==> src/design/htp_pkg.sv <==
// Shared types and constants for the header template tag parser.
// Holds the input and result transaction structs, result kind codes and character codes.
// No dependencies.
package htp_pkg;

    localparam int LENGTH_WIDTH_DEF = 16;
    localparam int SIZE_WIDTH_DEF   = 20;

    typedef struct packed {
        logic       mode;
        logic [7:0] ch;
    } t_in_item;

    typedef struct packed {
        logic [2:0]  kind;
        logic [15:0] value;
        logic        status;
        logic [19:0] hdr_size;
    } t_out_item;

    localparam logic [2:0] KIND_LITERAL = 3'd0;
    localparam logic [2:0] KIND_COUNTER = 3'd1;
    localparam logic [2:0] KIND_STAMP   = 3'd2;
    localparam logic [2:0] KIND_RBYTES  = 3'd3;
    localparam logic [2:0] KIND_RALNUM  = 3'd4;
    localparam logic [2:0] KIND_RDIGIT  = 3'd5;
    localparam logic [2:0] KIND_END     = 3'd6;

    localparam logic [7:0] CH_TAB   = 8'h09;
    localparam logic [7:0] CH_NL    = 8'h0A;
    localparam logic [7:0] CH_VT    = 8'h0B;
    localparam logic [7:0] CH_FF    = 8'h0C;
    localparam logic [7:0] CH_CR    = 8'h0D;
    localparam logic [7:0] CH_SPACE = 8'h20;
    localparam logic [7:0] CH_PLUS  = 8'h2B;
    localparam logic [7:0] CH_MINUS = 8'h2D;
    localparam logic [7:0] CH_ZERO  = 8'h30;
    localparam logic [7:0] CH_NINE  = 8'h39;
    localparam logic [7:0] CH_LT    = 8'h3C;
    localparam logic [7:0] CH_GT    = 8'h3E;
    localparam logic [7:0] CH_UA    = 8'h41;
    localparam logic [7:0] CH_UF    = 8'h46;
    localparam logic [7:0] CH_UX    = 8'h58;
    localparam logic [7:0] CH_LA    = 8'h61;
    localparam logic [7:0] CH_LB    = 8'h62;
    localparam logic [7:0] CH_LC    = 8'h63;
    localparam logic [7:0] CH_LD    = 8'h64;
    localparam logic [7:0] CH_LF    = 8'h66;
    localparam logic [7:0] CH_LR    = 8'h72;
    localparam logic [7:0] CH_LT_T  = 8'h74;
    localparam logic [7:0] CH_LX    = 8'h78;

endpackage

==> src/design/header_template_tag_parser_unit.sv <==
// Header template tag parser, top level.
// Depends on htp_pkg for the transaction structs, kind codes and character codes.
//
// The parser takes one template character (or an end marker) per cycle and gives at most one
// result in the cycle after the character is accepted; a single result register separates the
// two channels, so a new character is taken in every cycle unless that register is full and
// stalled. Literal bytes from <b HEX> fields, counter/timestamp records and random tag records
// stream out as they are recognized; an end transaction reports status and total size and
// returns the parser to its reset state. When the end reports status 1, the receiver must
// discard every result given since the previous end.
module header_template_tag_parser_unit #(
    parameter int LENGTH_WIDTH = htp_pkg::LENGTH_WIDTH_DEF,
    parameter int SIZE_WIDTH   = htp_pkg::SIZE_WIDTH_DEF
) (
    input  logic              i_clk,
    input  logic              i_rst_n,
    input  logic              i_in_valid,
    output logic              o_in_stall,
    input  htp_pkg::t_in_item i_in_data,
    output logic              o_out_valid,
    input  logic              i_out_stall,
    output htp_pkg::t_out_item o_out_data
);

    localparam int LW    = LENGTH_WIDTH;
    localparam int SW    = SIZE_WIDTH;
    localparam int SUM_W = ((LW > SW) ? LW : SW) + 1;

    typedef enum logic [10:0] {
        PH_IDLE   = 11'b00000000001,
        PH_OPEN   = 11'b00000000010,
        PH_B1     = 11'b00000000100,
        PH_CT     = 11'b00000001000,
        PH_R1     = 11'b00000010000,
        PH_R2     = 11'b00000100000,
        PH_HEX    = 11'b00001000000,
        PH_LSTART = 11'b00010000000,
        PH_LWS    = 11'b00100000000,
        PH_LSIGN  = 11'b01000000000,
        PH_LDIG   = 11'b10000000000
    } t_phase;

    function automatic logic is_ws6(input logic [7:0] c);
        return (c == htp_pkg::CH_SPACE) || (c == htp_pkg::CH_TAB) || (c == htp_pkg::CH_NL)
            || (c == htp_pkg::CH_VT) || (c == htp_pkg::CH_FF) || (c == htp_pkg::CH_CR);
    endfunction

    function automatic logic is_dec(input logic [7:0] c);
        return (c >= htp_pkg::CH_ZERO) && (c <= htp_pkg::CH_NINE);
    endfunction

    function automatic logic is_hex(input logic [7:0] c);
        return is_dec(c) || ((c >= htp_pkg::CH_LA) && (c <= htp_pkg::CH_LF))
            || ((c >= htp_pkg::CH_UA) && (c <= htp_pkg::CH_UF));
    endfunction

    function automatic logic [3:0] hex_val(input logic [7:0] c);
        logic [3:0] v;
        v = 4'd0;
        if (is_dec(c)) begin
            v = 4'(c - htp_pkg::CH_ZERO);
        end else if ((c >= htp_pkg::CH_LA) && (c <= htp_pkg::CH_LF)) begin
            v = 4'(c - htp_pkg::CH_LA + 8'd10);
        end else if ((c >= htp_pkg::CH_UA) && (c <= htp_pkg::CH_UF)) begin
            v = 4'(c - htp_pkg::CH_UA + 8'd10);
        end
        return v;
    endfunction

    // Decode one hex pair the way strtol base 16 treats a two-character string.
    function automatic logic [7:0] decode_pair(input logic [7:0] a, input logic [7:0] b);
        logic [7:0] hb;
        logic [7:0] res;
        hb  = is_hex(b) ? {4'd0, hex_val(b)} : 8'd0;
        res = 8'd0;
        if (is_ws6(a) || (a == htp_pkg::CH_PLUS)) begin
            res = hb;
        end else if (a == htp_pkg::CH_MINUS) begin
            res = 8'd0 - hb;
        end else if (is_hex(a)) begin
            if ((a == htp_pkg::CH_ZERO) && ((b == htp_pkg::CH_LX) || (b == htp_pkg::CH_UX))) begin
                res = 8'd0;
            end else if (is_hex(b)) begin
                res = {hex_val(a), hex_val(b)};
            end else begin
                res = {4'd0, hex_val(a)};
            end
        end
        return res;
    endfunction

    t_phase              r_phase, n_phase;
    logic [7:0]          r_held, n_held;
    logic [1:0]          r_hex_cnt, n_hex_cnt;
    logic                r_hex_seen, n_hex_seen;
    logic [2:0]          r_pend_kind, n_pend_kind;
    logic [LW-1:0]       r_len, n_len;
    logic [SW-1:0]       r_size, n_size;
    logic                r_cnt_seen, n_cnt_seen;
    logic                r_stamp_seen, n_stamp_seen;
    logic                r_err, n_err;
    logic                r_out_valid;
    htp_pkg::t_out_item  r_out_data;

    logic                in_accept;
    logic                n_emit;
    htp_pkg::t_out_item  n_item;
    logic [7:0]          ch;
    logic [LW-1:0]       grow_n;
    logic [SUM_W-1:0]    grow_sum;
    logic                grow_ok;
    logic [LW+3:0]       len_prod;
    logic                len_over;

    assign o_in_stall  = r_out_valid & i_out_stall;
    assign in_accept   = i_in_valid & ~o_in_stall;
    assign o_out_valid = r_out_valid;
    assign o_out_data  = r_out_data;
    assign ch          = i_in_data.ch;

    // One adder serves all size growth: 8 for counter/timestamp, the length for random tags,
    // one for a literal byte.
    always_comb begin
        if (r_phase == PH_CT) begin
            grow_n = LW'(8);
        end else if ((r_phase == PH_LSTART) || (r_phase == PH_LDIG)) begin
            grow_n = r_len;
        end else begin
            grow_n = LW'(1);
        end
    end

    assign grow_sum = SUM_W'(r_size) + SUM_W'(grow_n);
    assign grow_ok  = (grow_sum[SUM_W-1:SW] == '0);

    assign len_prod = {1'b0, r_len, 3'b000} + {3'b000, r_len, 1'b0}
                    + (LW+4)'(4'(ch - htp_pkg::CH_ZERO));
    assign len_over = (len_prod[LW+3:LW] != '0);

    always_comb begin
        n_phase      = r_phase;
        n_held       = r_held;
        n_hex_cnt    = r_hex_cnt;
        n_hex_seen   = r_hex_seen;
        n_pend_kind  = r_pend_kind;
        n_len        = r_len;
        n_size       = r_size;
        n_cnt_seen   = r_cnt_seen;
        n_stamp_seen = r_stamp_seen;
        n_err        = r_err;
        n_emit       = 1'b0;
        n_item       = '0;

        if (in_accept) begin
            if (i_in_data.mode) begin
                n_emit          = 1'b1;
                n_item.kind     = htp_pkg::KIND_END;
                n_item.status   = r_err || (r_phase != PH_IDLE);
                n_item.hdr_size = n_item.status ? 20'd0 : 20'(r_size);
                n_phase      = PH_IDLE;
                n_held       = 8'd0;
                n_hex_cnt    = 2'd0;
                n_hex_seen   = 1'b0;
                n_pend_kind  = 3'd0;
                n_len        = '0;
                n_size       = '0;
                n_cnt_seen   = 1'b0;
                n_stamp_seen = 1'b0;
                n_err        = 1'b0;
            end else if (!r_err) begin
                unique case (r_phase)
                    PH_IDLE: begin
                        if (ch == htp_pkg::CH_LT) begin
                            n_phase = PH_OPEN;
                        end else if ((ch != htp_pkg::CH_SPACE) && (ch != htp_pkg::CH_TAB)
                                     && (ch != htp_pkg::CH_NL)) begin
                            n_err = 1'b1;
                        end
                    end
                    PH_OPEN: begin
                        priority if (ch == htp_pkg::CH_LB) begin
                            n_phase = PH_B1;
                        end else if (ch == htp_pkg::CH_LC) begin
                            n_phase     = PH_CT;
                            n_pend_kind = htp_pkg::KIND_COUNTER;
                        end else if (ch == htp_pkg::CH_LT_T) begin
                            n_phase     = PH_CT;
                            n_pend_kind = htp_pkg::KIND_STAMP;
                        end else if (ch == htp_pkg::CH_LR) begin
                            n_phase = PH_R1;
                        end else begin
                            n_err   = 1'b1;
                            n_phase = PH_IDLE;
                        end
                    end
                    PH_B1: begin
                        if (ch == htp_pkg::CH_SPACE) begin
                            n_phase    = PH_HEX;
                            n_hex_cnt  = 2'd0;
                            n_hex_seen = 1'b0;
                        end else begin
                            n_err   = 1'b1;
                            n_phase = PH_IDLE;
                        end
                    end
                    PH_CT: begin
                        n_phase = PH_IDLE;
                        if ((ch != htp_pkg::CH_GT)
                            || ((r_pend_kind == htp_pkg::KIND_COUNTER) && r_cnt_seen)
                            || ((r_pend_kind != htp_pkg::KIND_COUNTER) && r_stamp_seen)) begin
                            n_err = 1'b1;
                        end else begin
                            if (r_pend_kind == htp_pkg::KIND_COUNTER) begin
                                n_cnt_seen = 1'b1;
                            end else begin
                                n_stamp_seen = 1'b1;
                            end
                            if (grow_ok) begin
                                n_size      = grow_sum[SW-1:0];
                                n_emit      = 1'b1;
                                n_item.kind = r_pend_kind;
                            end else begin
                                n_err = 1'b1;
                            end
                        end
                    end
                    PH_R1: begin
                        n_len = '0;
                        priority if (ch == htp_pkg::CH_SPACE) begin
                            n_phase     = PH_LSTART;
                            n_pend_kind = htp_pkg::KIND_RBYTES;
                        end else if (ch == htp_pkg::CH_LC) begin
                            n_phase     = PH_R2;
                            n_pend_kind = htp_pkg::KIND_RALNUM;
                        end else if (ch == htp_pkg::CH_LD) begin
                            n_phase     = PH_R2;
                            n_pend_kind = htp_pkg::KIND_RDIGIT;
                        end else begin
                            n_err   = 1'b1;
                            n_phase = PH_IDLE;
                        end
                    end
                    PH_R2: begin
                        n_len = '0;
                        if (ch == htp_pkg::CH_SPACE) begin
                            n_phase = PH_LSTART;
                        end else begin
                            n_err   = 1'b1;
                            n_phase = PH_IDLE;
                        end
                    end
                    PH_HEX: begin
                        if (ch == htp_pkg::CH_GT) begin
                            n_phase = PH_IDLE;
                            if (!((r_hex_cnt == 2'd2) && r_hex_seen)) begin
                                n_err = 1'b1;
                            end
                        end else if ((r_hex_cnt == 2'd0) || (r_hex_cnt == 2'd2)) begin
                            // hold the first character of a pair
                            n_held    = ch;
                            n_hex_cnt = r_hex_cnt + 2'd1;
                        end else begin
                            n_hex_cnt = 2'd2;
                            // drop a leading 0x prefix
                            if (!((r_hex_cnt == 2'd1) && (r_held == htp_pkg::CH_ZERO)
                                  && ((ch == htp_pkg::CH_LX) || (ch == htp_pkg::CH_UX)))) begin
                                n_hex_seen = 1'b1;
                                if (grow_ok) begin
                                    n_size       = grow_sum[SW-1:0];
                                    n_emit       = 1'b1;
                                    n_item.kind  = htp_pkg::KIND_LITERAL;
                                    n_item.value = {8'd0, decode_pair(r_held, ch)};
                                end else begin
                                    n_err   = 1'b1;
                                    n_phase = PH_IDLE;
                                end
                            end
                        end
                    end
                    PH_LSTART, PH_LWS, PH_LSIGN, PH_LDIG: begin
                        priority if (is_dec(ch)) begin
                            if (len_over) begin
                                n_err   = 1'b1;
                                n_phase = PH_IDLE;
                            end else begin
                                n_len   = len_prod[LW-1:0];
                                n_phase = PH_LDIG;
                            end
                        end else if ((ch == htp_pkg::CH_GT)
                                     && ((r_phase == PH_LSTART) || (r_phase == PH_LDIG))) begin
                            n_phase = PH_IDLE;
                            if (grow_ok) begin
                                n_size       = grow_sum[SW-1:0];
                                n_emit       = 1'b1;
                                n_item.kind  = r_pend_kind;
                                n_item.value = 16'(r_len);
                            end else begin
                                n_err = 1'b1;
                            end
                        end else if (is_ws6(ch)
                                     && ((r_phase == PH_LSTART) || (r_phase == PH_LWS))) begin
                            n_phase = PH_LWS;
                        end else if ((ch == htp_pkg::CH_PLUS)
                                     && ((r_phase == PH_LSTART) || (r_phase == PH_LWS))) begin
                            n_phase = PH_LSIGN;
                        end else begin
                            n_err   = 1'b1;
                            n_phase = PH_IDLE;
                        end
                    end
                    default: begin
                        n_err   = 1'b1;
                        n_phase = PH_IDLE;
                    end
                endcase
            end
        end
    end

    always_ff @(posedge i_clk) begin
        if (!i_rst_n) begin
            r_phase      <= PH_IDLE;
            r_held       <= 8'd0;
            r_hex_cnt    <= 2'd0;
            r_hex_seen   <= 1'b0;
            r_pend_kind  <= 3'd0;
            r_len        <= '0;
            r_size       <= '0;
            r_cnt_seen   <= 1'b0;
            r_stamp_seen <= 1'b0;
            r_err        <= 1'b0;
            r_out_valid  <= 1'b0;
        end else begin
            r_phase      <= n_phase;
            r_held       <= n_held;
            r_hex_cnt    <= n_hex_cnt;
            r_hex_seen   <= n_hex_seen;
            r_pend_kind  <= n_pend_kind;
            r_len        <= n_len;
            r_size       <= n_size;
            r_cnt_seen   <= n_cnt_seen;
            r_stamp_seen <= n_stamp_seen;
            r_err        <= n_err;
            if (in_accept) begin
                r_out_valid <= n_emit;
            end else if (!i_out_stall) begin
                r_out_valid <= 1'b0;
            end
        end
    end

    always_ff @(posedge i_clk) begin
        if (in_accept && n_emit) begin
            r_out_data <= n_item;
        end
    end

endmodule

==> config.mk <==
export PLATFORM = sky130hd
export DESIGN_NAME = header_template_tag_parser_unit
export DESIGN_NICKNAME = d
export VERILOG_FILES = /design/src/design/htp_pkg.sv /design/src/design/header_template_tag_parser_unit.sv
export SDC_FILE = /design/constraint.sdc
export NUM_CORES = 1
export LEC_CHECK = 0
export ABC_AREA = 1
export ABC_CLOCK_PERIOD_IN_PS = 4750
export BUFFER_PORTS_ARGS = -buffer_cell sky130_fd_sc_hd__buf_2
export CAP_MARGIN = 20
export CORE_ASPECT_RATIO = 0.8
export CORE_MARGIN = 2
export CORE_UTILIZATION = 50
export CTS_BUF_LIST = sky130_fd_sc_hd__clkbuf_4
export DETAILED_ROUTE_END_ITERATION = 6
export GPL_TIMING_DRIVEN = 0
export PLACE_DENSITY = 0.68
export SLEW_MARGIN = 20
export SYNTH_ARGS = -nofsm -noshare
export SYNTH_HDL_FRONTEND = slang
export SYNTH_SLANG_ARGS = --single-unit
==> constraint.sdc <==
create_clock -name i_clk -period 4.75 [get_ports i_clk]
set_input_delay 0.95 -clock i_clk [delete_from_list [all_inputs] [get_ports i_clk]]
set_output_delay 0.95 -clock i_clk [all_outputs]
set_load 0.05 [all_outputs]
Yosys cells after proc, flatten, opt, wreduce, memory -nomap -nowiden
Index checks and enable logic that the tools add are counted.

Add/subtract/negate cells: 15. Multipliers: 0. Divide/modulo/power cells: 0. $lt $le $gt $ge: 12. Equal/unequal tests: 66. Shift-type cells: 0. Muxes and demuxes: 146. Bitwise gates (word level): 5. Reductions and logical operators: 65.

Operator list (count): 20-bit 2-to-1 mux (9); 8-bit 2-to-1 mux (16); 11-bit 2-to-1 mux (11); 16-bit 2-to-1 mux (6); 8-bit by 4-bit == test with 1-bit output, second input constant (10); 11-bit one-hot mux with 7 select lines (1); 19-bit 2-to-1 mux (4); 8-bit by 6-bit == test with 1-bit output, second input constant (8); 16-bit one-hot mux with 2 select lines (2); 4-bit 2-to-1 mux (15); 20-bit one-hot mux with 3 select lines (1); 8-bit by 7-bit == test with 1-bit output, second input constant (7); 1-bit 2-to-1 mux (51); 3-bit 2-to-1 mux (11); 3-bit inequality test, second input constant (11); 8-bit by 7-bit greater-or-equal comparator with 1-bit output, second input constant (4); 8-bit by 7-bit less-or-equal comparator with 1-bit output, second input constant (4); 5-bit AND reduction (5); 4-bit by 1-bit subtractor with 4-bit output, second input constant (6); 1-bit logical OR (22); 20-bit by 16-bit adder with 21-bit output (1); 19-bit by 17-bit adder with 20-bit output (1); 20-bit by 4-bit adder with 20-bit output (1); 5-bit 2-to-1 mux (4); 51 further kinds (98).

Flip-flop bits (word level): 105. Latch bits: 0. Bits in writable memories: 0. Memory bits (read-only): 0. Input bits: 13. Output and inout port bits: 42. Word-level logic and storage cells: 325. Memories: 0.

Logic depth before layout (Yosys ltp)
Gate-level depths: netlist of the first run.

Depth in word-level cells: 24. Gate-level depth with buffers: 25. Mapped depth without buffers: 24.

Worst setup path before layout of the first run
Ideal clock, no wire load.

Path kind: input to register. Start: input port i_in_data[3] (netlist bit). End: register r_len[10]. Library setup time: 113 ps. Data arrival time: 3265 ps. Required time: 4637 ps. Path slack: 1372 ps. Cell stages on the path: 20. Path buffers: 1. Cell sequence: fa_1 inv_1 fa_1 inv_1 nand3_1 nand2_1 nand2_1 nand2_1 nand2_1 nand3_1 nand2_1 nor2_1 nand3_1 nand2_1 nand2_1 inv_2 buf_2 nand2_1 nand2_1 nor2_1.

Cells in the longest elaborated chain, start to end: 7. Elaborated cells on any way between the ends: 14. Classes of those cells: 2 x add/sub; 2 x order compare; 2 x eq/ne; 5 x mux; 3 x reduce/logical.

Ends and longest elaborated chain: start, declared (RTL line header_template_tag_parser_unit.sv:19) `input htp_pkg::t_in_item i_in_data,`; 4-bit by 1-bit subtractor with 4-bit output (RTL line header_template_tag_parser_unit.sv:137) `+ (LW+4)'(4'(ch - htp_pkg::CH_ZERO));`; 20-bit by 4-bit adder with 20-bit output (RTL line header_template_tag_parser_unit.sv:137); 16-bit 2-to-1 mux (RTL line header_template_tag_parser_unit.sv:282) `if (len_over) begin`; 16-bit 2-to-1 mux (RTL line header_template_tag_parser_unit.sv:281) `priority if (is_dec(ch)) begin`; 16-bit one-hot mux with 2 select lines (RTL line header_template_tag_parser_unit.sv:171) `unique case (r_phase)`; 16-bit 2-to-1 mux (RTL line header_template_tag_parser_unit.sv:170) `end else if (!r_err) begin`; 16-bit 2-to-1 mux (RTL line header_template_tag_parser_unit.sv:155) `if (i_in_data.mode) begin`; end signal, assigned (RTL line header_template_tag_parser_unit.sv:339) `r_len <= n_len;`; end, declared (RTL line header_template_tag_parser_unit.sv:97) `logic [LW-1:0] r_len, n_len;`.

Parallel ways exist; a longest one is shown, timed or not. The select of a mux whose other input is x is not followed. A chain may end at the register's enable or synchronous reset.

Final worst setup path of the first run
Start: register r_phase[4]. End: register r_out_data, in the netlist o_out_data[24] (enable).

Cells in the longest elaborated chain, start to end: 14. Elaborated cells on any way between the ends: 24. Classes of those cells: 1 x add/sub; 6 x eq/ne; 13 x mux; 4 x reduce/logical.

Ends and longest elaborated chain: start, declared (RTL line header_template_tag_parser_unit.sv:92) `t_phase r_phase, n_phase;`; start signal, assigned (RTL line header_template_tag_parser_unit.sv:334) `r_phase <= n_phase;`; 11-bit by 8-bit == test with 1-bit output / 11-bit == test (equally long branches) (RTL line header_template_tag_parser_unit.sv:126, header_template_tag_parser_unit.sv:171, header_template_tag_parser_unit.sv:290); 1-bit logical OR (RTL line header_template_tag_parser_unit.sv:126, header_template_tag_parser_unit.sv:290); 16-bit 2-to-1 mux (RTL line header_template_tag_parser_unit.sv:126) `end else if ((r_phase == PH_LSTART) || (r_phase == PH_LDIG)) begin`; 16-bit 2-to-1 mux (RTL line header_template_tag_parser_unit.sv:124) `if (r_phase == PH_CT) begin`; 20-bit by 16-bit adder with 21-bit output (RTL line header_template_tag_parser_unit.sv:133) `assign grow_sum = SUM_W'(r_size) + SUM_W'(grow_n);`; 1-bit 2-to-1 mux (RTL line header_template_tag_parser_unit.sv:218, header_template_tag_parser_unit.sv:268, header_template_tag_parser_unit.sv:292); 1-bit 2-to-1 mux (RTL line header_template_tag_parser_unit.sv:265) `if (!((r_hex_cnt == 2'd1) && (r_held == htp_pkg::CH_ZERO)`; 1-bit 2-to-1 mux (RTL line header_template_tag_parser_unit.sv:258) `end else if ((r_hex_cnt == 2'd0) || (r_hex_cnt == 2'd2)) begin`; 1-bit 2-to-1 mux (RTL line header_template_tag_parser_unit.sv:253) `if (ch == htp_pkg::CH_GT) begin`; 1-bit one-hot mux with 3 select lines (*) (RTL line header_template_tag_parser_unit.sv:171); 1-bit 2-to-1 mux (*) (RTL line header_template_tag_parser_unit.sv:170); 1-bit 2-to-1 mux (*) (RTL line header_template_tag_parser_unit.sv:155); 1-bit 2-to-1 mux (*) (RTL line header_template_tag_parser_unit.sv:154) `if (in_accept) begin`; 1-bit logical AND (*) (RTL line header_template_tag_parser_unit.sv:353) `if (in_accept && n_emit) begin`; end signal, assigned (RTL line header_template_tag_parser_unit.sv:354) `r_out_data <= n_item;`; end, declared (RTL line header_template_tag_parser_unit.sv:103) `htp_pkg::t_out_item r_out_data;`.

Every way passes the cells marked *; elsewhere a longest branch is shown, timed or not.

==> flow_metrics.py, run 1 <==
metrics = {
    "logic_synthesis": {
        "synth_fa_ha_area_share_pct": 9.60,
        "ys_ff_latch": 105,
        "synth_edf_count": 40,
        "synthDistinctLibCells": 54,
        "syn_nets": 1267,
        "synth_area_per_cell_um2": 6.74,
        "synthXorXnorAreaFrac_pct": 2.61,
        "ys_seq_area_share_pct": 31.1,
        "synth_top_family_by_area": "simple AND/OR/NAND/NOR gates",
        "synthArstFlopShare_pct": 0,
        "muxShareOfSynthArea_pct": 0,
        "synth_area_um2": 8050,
        "synth_top_area_cell": "dfxtp_1",
        "synth_compound_area_share_pct": 12.0,
        "synth_top_area_share_pct": 16.2,
        "ys_warn_count": 0,
        "synth_ff_type": "dfxtp_1",
        "syn_inst": 1194,
        "synth-simple-area-share_pct": 35.1,
        "synthTopCellsByArea": "dfxtp_1 (16%), edfxtp_1 (15%), nand2_1 (13%)",
    },
    "sta": {
        "fin_crit_sh_pct": 86.2,
        "clock_skew_ns": 0.0163,
        "grt_setup_unrepaired": "false",
        "fin_tns_setup_ns": 0,
        "fin_crit_ns": 4.10,
        "slew_headroom_pct": 35.1,
        "finalSetupViolCount": 0,
        "max_freq_ghz": 0.244,
        "worstMarginPinSlew_ns": 0.967,
        "worst_slack_ns": 0.654,
        "slew_viol_final": 0,
        "hold_viol": 0,
    },
    "critical_path": {
        "crit_chain": "nor2_4, nand2_2, nor2_1, nand2_2, inv_2, buf_2, nor3_1, ha_1, nand2_1, inv_1, a21oi_1, nand2_1, nand2_1, nand3_2, o21ai_4, nand2_4, buf_6, inv_8",
        "worstPathArrival_ns": 4.27,
        "required_ns": 4.93,
        "worst-path-buf-inv": 5,
        "critical_path.startpoint": "r_phase[4]$_SDFFE_PN0P_",
        "slowest_delay_ns": 0.38,
        "path_delay_family": "simple AND/OR/NAND/NOR gates",
        "critPathKind": "flop to flop",
        "start_kind": "flop",
        "crit_top_cell": "nand2_1",
        "cp_slowest_cell": "dfxtp_1",
        "end_kind": "flop",
        "reg2reg_from": "r_phase[4]$_SDFFE_PN0P_",
        "crit_fanout": 49,
    },
    "job": {
        "max_cap_violations": 0,
    },
    "finish": {
        "drive_gt1_share_pct": 10.9,
        "syn_to_final_growth_pct": 8.47,
        "diodes": 0,
        "nNetsFinal": 1331,
        "final_area_um2": 8730,
    },
    "grt": {
        "antenna_found_initial": 0,
        "grt_pass1_vias": 7133,
        "grt_first_pass_wirelength_um": 35500,
        "grt_usage_pct": 25.5,
        "grt.overflow.total": 0,
        "grt_max_degree": 50,
    },
    "routing": {
        "dr_total_vias": 7830,
        "vias_per_cell": 5.30,
        "detailedRoute.firstIterationViolations": 557,
        "wl_um": 21400,
        "drc_errors": 0,
        "post_drt_wl_per_cell_um": 14.5,
        "ant_nets": 0,
        "drt_pre_antenna_iters": 5,
    },
    "clock_network": {
        "postCtsSetupBuffers": 0,
        "htreeDepth": 3,
        "cts_resized": 0,
        "clkLatencyLatePin_ns": 0.50,
        "postCtsHoldBufs": 0,
        "cts_buffer_depth": 2,
        "cts_made_buffers": 9,
        "cts_tree": "done",
        "root_buffer": "clkbuf_4",
        "clk_pin_slew_ns": 0.17,
        "cts.sinks": 105,
    },
    "power_and_ir_drop": {
        "switching_power_mw": 0.946,
        "pwr-share-clk_pct": 21.0,
        "intPower_mw": 1.43,
        "cellPowerDensity_nw_per_um2": 272,
        "sequentialPowerShare_pct": 46.0,
        "switching_share_pct": 39.8,
        "comb_power_share_pct": 33.0,
        "ir_drop_uv": 128,
        "p_leak_nw": 4.10,
    },
    "floorplanning": {
        "die_width_um": 146,
        "core-area_um2": 15700,
        "io_pins": 55,
        "die_h_um": 118,
        "die_area_um2": 17100,
        "start_util_pct": 51.1,
        "row_count": 41,
    },
    "min_path": {
        "hp-class": "flop to flop",
        "min_from": "r_hex_seen$_SDFFE_PN0P_",
    },
    "placed_design": {
        "post-place-ws_ns": 0.596,
        "place_hpwl_um": 17000,
        "gp_congestion": 0.903,
        "port_buffers": 53,
        "dpl_cell_area_um2": 8590,
    },
    "status": {
        "run_status": "finished clean",
    },
}
[sequential cells by signal, summed over array words and instances, names as in the netlist]
signal and flops:
r_phase 11, r_hex_seen 1, r_cnt_seen 1, o_out_data 40, o_out_valid 1, r_held 8, r_stamp_seen 1, r_len 16
r_size 20, r_err 1, r_hex_cnt 2, r_pend_kind 3
[cells by family after synthesis]
kind of cell / after synthesis
and+or+nand+nor: 640
DFF: 105
AOI/OAI and AO/OA: 174
adders and majority gates: 60
buffers and inverters: 191
xor gates and xnor gates: 24
[power groups by stage]
stage | registers (mW) | logic, mW | clock network, mW
2_1_floorplan | 1.19 | 0.501 | 0
3_3_place_gp | 1.11 | 0.769 | 0
3_5_place_dp | 1.11 | 0.776 | 0
4_1_cts | 1.09 | 0.779 | 0.510
5_1_grt | 1.11 | 0.878 | 0.538
6_report | 1.09 | 0.786 | 0.499
[layout make-up]
type                    count  area, um^2
fillers                  1603        7010
multi-input cells         898        4780
flip-flops and latches    105        2500
inverters                 164         633
well taps                 215         269
repair buffers             53         265
plain buffers              27         136
clock buffers              11        82.6
clock inverters             5        65.1
[layer usage]
metal | global-route usage (%) | vias up | part of all wire, %
li1 | - | 4024 | -
met5 | 0 | - | 0
met1 | 39.1 | 3536 | 51
met3 | 3.76 | 29 | 6.4
met2 | 36.9 | 241 | 41
met4 | 7.84 | 0 | 2.2
[synthesized netlist by cell type, types with 4 or more instances]
| cell | number |
|---|---|
| nand2_1 | 286 |
| nor2_1 | 181 |
| inv_1 | 148 |
| a21oi_1 | 75 |
| nand3_1 | 72 |
| dfxtp_1 | 65 |
| ha_1 | 57 |
| o21ai_0 | 54 |
| edfxtp_1 | 40 |
| nor3_1 | 37 |
| nand4_1 | 17 |
| clkbuf_1 | 13 |
| xor2_1 | 13 |
| inv_2 | 11 |
| o21ai_1 | 11 |
| xnor2_1 | 11 |
| buf_2 | 10 |
| nor2_2 | 10 |
| a211oi_1 | 7 |
| nor2_4 | 7 |
| a31oi_1 | 5 |
| nand2_2 | 5 |
| o211ai_1 | 5 |
| nand3_2 | 4 |
| nand3b_1 | 4 |
[through the flow]
| step | instances | utilization (%) | hold WS (ns) | total power [mW] |
|---|---|---|---|---|
| 3_3_place_gp | 1462 | 54.5 | 0.449 | 1.88 |
| 2_1_floorplan | 1194 | - | 0.432 | 1.69 |
| 3_5_place_dp | 1462 | 54.5 | 0.450 | 1.89 |
| 6_report | 1478 | 55.5 | 0.473 | 2.38 |
| 5_1_grt | 1478 | 55.5 | 0.510 | 2.52 |
| 4_1_cts | 1478 | 55.5 | 0.472 | 2.38 |
[tightest hold or removal path, cell delays in order, from the launching register on]
cell and delay [ns]:
dfxtp_1 0.34, inv_1 0.06, a21oi_1 0.06
[final timing paths]
| check | end | slack (ns) | cells past startpoint |
|---|---|---|---|
| setup reg to reg | o_out_data[24]$_SDFFCE_PP0P_ | 0.65 | 18 |
| hold reg to reg | r_hex_seen$_SDFFE_PN0P_ | 0.47 | 2 |
| setup / recovery | o_out_data[24]$_SDFFCE_PP0P_ | 0.65 | 18 |
| hold / removal | r_hex_seen$_SDFFE_PN0P_ | 0.47 | 2 |
[placed cells by master, fill, tap and decap left out, types with 17 or more instances in the layout]
cell        n
nand2_1   286
nor2_1    181
inv_1     148
a21oi_1    75
nand3_1    72
dfxtp_1    65
buf_2      63
ha_1       57
o21ai_0    54
edfxtp_1   40
nor3_1     37
nand4_1    17
Power figures use the tool's default switching activity.
==> run 2, diff against run 1 <==
--- a/config.mk
+++ b/config.mk
@@ -11,11 +11,11 @@
 export CAP_MARGIN = 20
 export CORE_ASPECT_RATIO = 0.8
 export CORE_MARGIN = 2
-export CORE_UTILIZATION = 50
+export CORE_UTILIZATION = 55
 export CTS_BUF_LIST = sky130_fd_sc_hd__clkbuf_4
 export DETAILED_ROUTE_END_ITERATION = 6
 export GPL_TIMING_DRIVEN = 0
-export PLACE_DENSITY = 0.68
+export PLACE_DENSITY = 0.74
 export SLEW_MARGIN = 20
 export SYNTH_ARGS = -nofsm -noshare
 export SYNTH_HDL_FRONTEND = slang
==> run 2 against run 1 <==
First-iteration DRC count rose by 60%. Cell area shrank 0.60%. Non-clock buffer count unchanged. Routed wire length grew 2.2%. Global-route usage up 2.5 points. Sequential share of layout area is 0.17 points higher. Fmax down 0.18%. Critical path depth is the same. Utilization up 5.3 points. Flip-flop and latch count stayed put. Cell count fell by 2.0%. Clock power decreased by 5.4%. Largest power group unchanged. Highest routed layer unchanged.
==> flow_metrics.py, run 2 (synthesized netlist as in run 1, its figures left out) <==
metrics = {
    "sta": {
        "fin_tns_setup_ns": 0,
        "finalSetupViolCount": 0,
        "grt_setup_unrepaired": "false",
        "slew_viol_final": 0,
        "fin_crit_sh_pct": 86.4,
        "slew_headroom_pct": 35.3,
        "worstMarginPinSlew_ns": 0.964,
        "max_freq_ghz": 0.244,
        "hold_viol": 0,
        "clock_skew_ns": 0.0202,
        "fin_crit_ns": 4.10,
    },
    "placed_design": {
        "port_buffers": 53,
        "place_hpwl_um": 17100,
        "gp_congestion": 0.943,
    },
    "clock_network": {
        "cts_made_buffers": 9,
        "cts_tree": "done",
        "cts_buffer_depth": 2,
        "clkLatencyLatePin_ns": 0.50,
        "postCtsSetupBuffers": 0,
        "postCtsHoldBufs": 0,
        "root_buffer": "clkbuf_4",
        "cts.sinks": 105,
        "htreeDepth": 3,
        "cts_resized": 0,
        "clk_pin_slew_ns": 0.18,
    },
    "routing": {
        "drc_errors": 0,
        "post_drt_wl_per_cell_um": 15.1,
        "ant_nets": 0,
        "detailedRoute.firstIterationViolations": 891,
        "drt_pre_antenna_iters": 6,
        "vias_per_cell": 5.57,
        "dr_total_vias": 8061,
        "wl_um": 21800,
    },
    "critical_path": {
        "required_ns": 4.92,
        "worstPathArrival_ns": 4.28,
        "r2r_slack_ns": 0.65,
        "path_delay_family": "simple AND/OR/NAND/NOR gates",
        "start_kind": "flop",
        "crit_chain": "nor2_4, nand2_2, nor2_1, nand2_2, inv_2, buf_2, nor3_1, ha_1, nand2_1, nand2_1, a21oi_1, nand2_1, nand2_1, nand3_2, o21ai_4, nand2_4, buf_6, inv_8",
        "path_depth": 18,
        "crit_fanout": 49,
        "worst-path-buf-inv": 4,
        "crit_top_cell": "nand2_1",
        "end_kind": "flop",
        "critPathKind": "flop to flop",
        "cp_slowest_cell": "dfxtp_1",
        "slowest_delay_ns": 0.40,
        "r2r_cells": 18,
    },
    "status": {
        "run_status": "finished clean",
    },
    "finish": {
        "syn_to_final_growth_pct": 7.82,
        "drive_gt1_share_pct": 10.9,
        "final_common_cell": "nand2_1",
        "mostFrequentLayoutCells": "nand2_1 (286), nor2_1 (181), inv_1 (148)",
        "largest_reg_flops": 40,
        "fillCellCount": 1373,
        "nNetsFinal": 1331,
        "regArea_um2": 2500,
        "multi_input_area_um2": 4780,
    },
    "floorplanning": {
        "row_count": 39,
        "io_pins": 55,
        "die_area_um2": 15600,
        "die_width_um": 139,
        "start_util_pct": 56.3,
        "die_h_um": 112,
        "core-area_um2": 14300,
    },
    "grt": {
        "grt_usage_pct": 28.0,
        "grt_max_degree": 50,
        "antenna_found_initial": 1,
        "grt_pass1_vias": 7091,
        "grt.overflow.total": 0,
        "grt_first_pass_wirelength_um": 35500,
    },
    "power_and_ir_drop": {
        "intPower_mw": 1.38,
        "p_leak_nw": 4.09,
        "cellPowerDensity_nw_per_um2": 272,
        "comb_power_share_pct": 33.5,
        "ir_drop_uv": 220,
        "switching_share_pct": 41.4,
        "total_power_mw": 2.36,
        "sequentialPowerShare_pct": 46.5,
        "switching_power_mw": 0.976,
        "pwr-share-clk_pct": 20.0,
    },
    "min_path": {
        "min_path_cells": 2,
        "hp-class": "flop to flop",
    },
    "job": {
        "max_cap_violations": 0,
    },
}
## run 2: path summary, 6_finish.rpt
kind / endpoint / startpoint
worst max register to register: o_out_data[30]$_SDFFCE_PP0P_ / r_phase[8]$_SDFFE_PN0P_
worst max-delay path: o_out_data[30]$_SDFFCE_PP0P_ / r_phase[8]$_SDFFE_PN0P_
worst min-delay path: r_hex_seen$_SDFFE_PN0P_ / r_hex_seen$_SDFFE_PN0P_
worst min register to register: r_hex_seen$_SDFFE_PN0P_ / r_hex_seen$_SDFFE_PN0P_
## run 2: cell type report
type / instances / share of cell area, %
diodes: 1 / 0.0288
clock inverters: 6 / 0.649
well taps: 184 / 2.65
inverters: 164 / 7.29
flip-flops and latches: 105 / 28.8
plain buffers: 27 / 1.57
repair buffers: 53 / 3.06
clock buffers: 10 / 0.865
multi-input cells: 898 / 55.1
## run 2: power groups by stage
stage	clock (mW)	combinational, mW	sequential (mW)
2_1_floorplan	0	0.501	1.19
3_3_place_gp	0	0.762	1.11
3_5_place_dp	0	0.777	1.12
4_1_cts	0.476	0.779	1.10
5_1_grt	0.511	0.872	1.11
6_report	0.472	0.790	1.10
## run 2: worst reg2reg max path: cells and delay by family, from the launching register on
kind	cells	cell delay [ns]
simple gates	11	1.60
buf+inv	4	0.83
compound gates	2	0.58
flops	1	0.40
fa+ha+maj	1	0.37
## run 2: stage by stage
step | setup slack [ns] | utilization, % | hold WS, ns | instances | cell area, um^2
2_1_floorplan | 1.37 | - | 0.432 | 1194 | 8050
3_3_place_gp | 0.695 | 59.8 | 0.451 | 1431 | 8550
3_5_place_dp | 0.578 | 59.8 | 0.455 | 1431 | 8550
4_1_cts | 0.731 | 60.7 | 0.477 | 1447 | 8680
5_1_grt | 0.349 | 60.7 | 0.507 | 1448 | 8680
6_report | 0.647 | 60.7 | 0.477 | 1448 | 8680
## run 2: routing by layer
| layer | routed length [um] | part of all wire [%] | track usage (%) |
|---|---|---|---|
| met3 | 1570 | 7.2 | 3.28 |
| met2 | 9200 | 42 | 42.1 |
| met4 | 412 | 1.9 | 7.88 |
| met1 | 10700 | 49 | 42.6 |
| met5 | 0 | 0 | 0 |
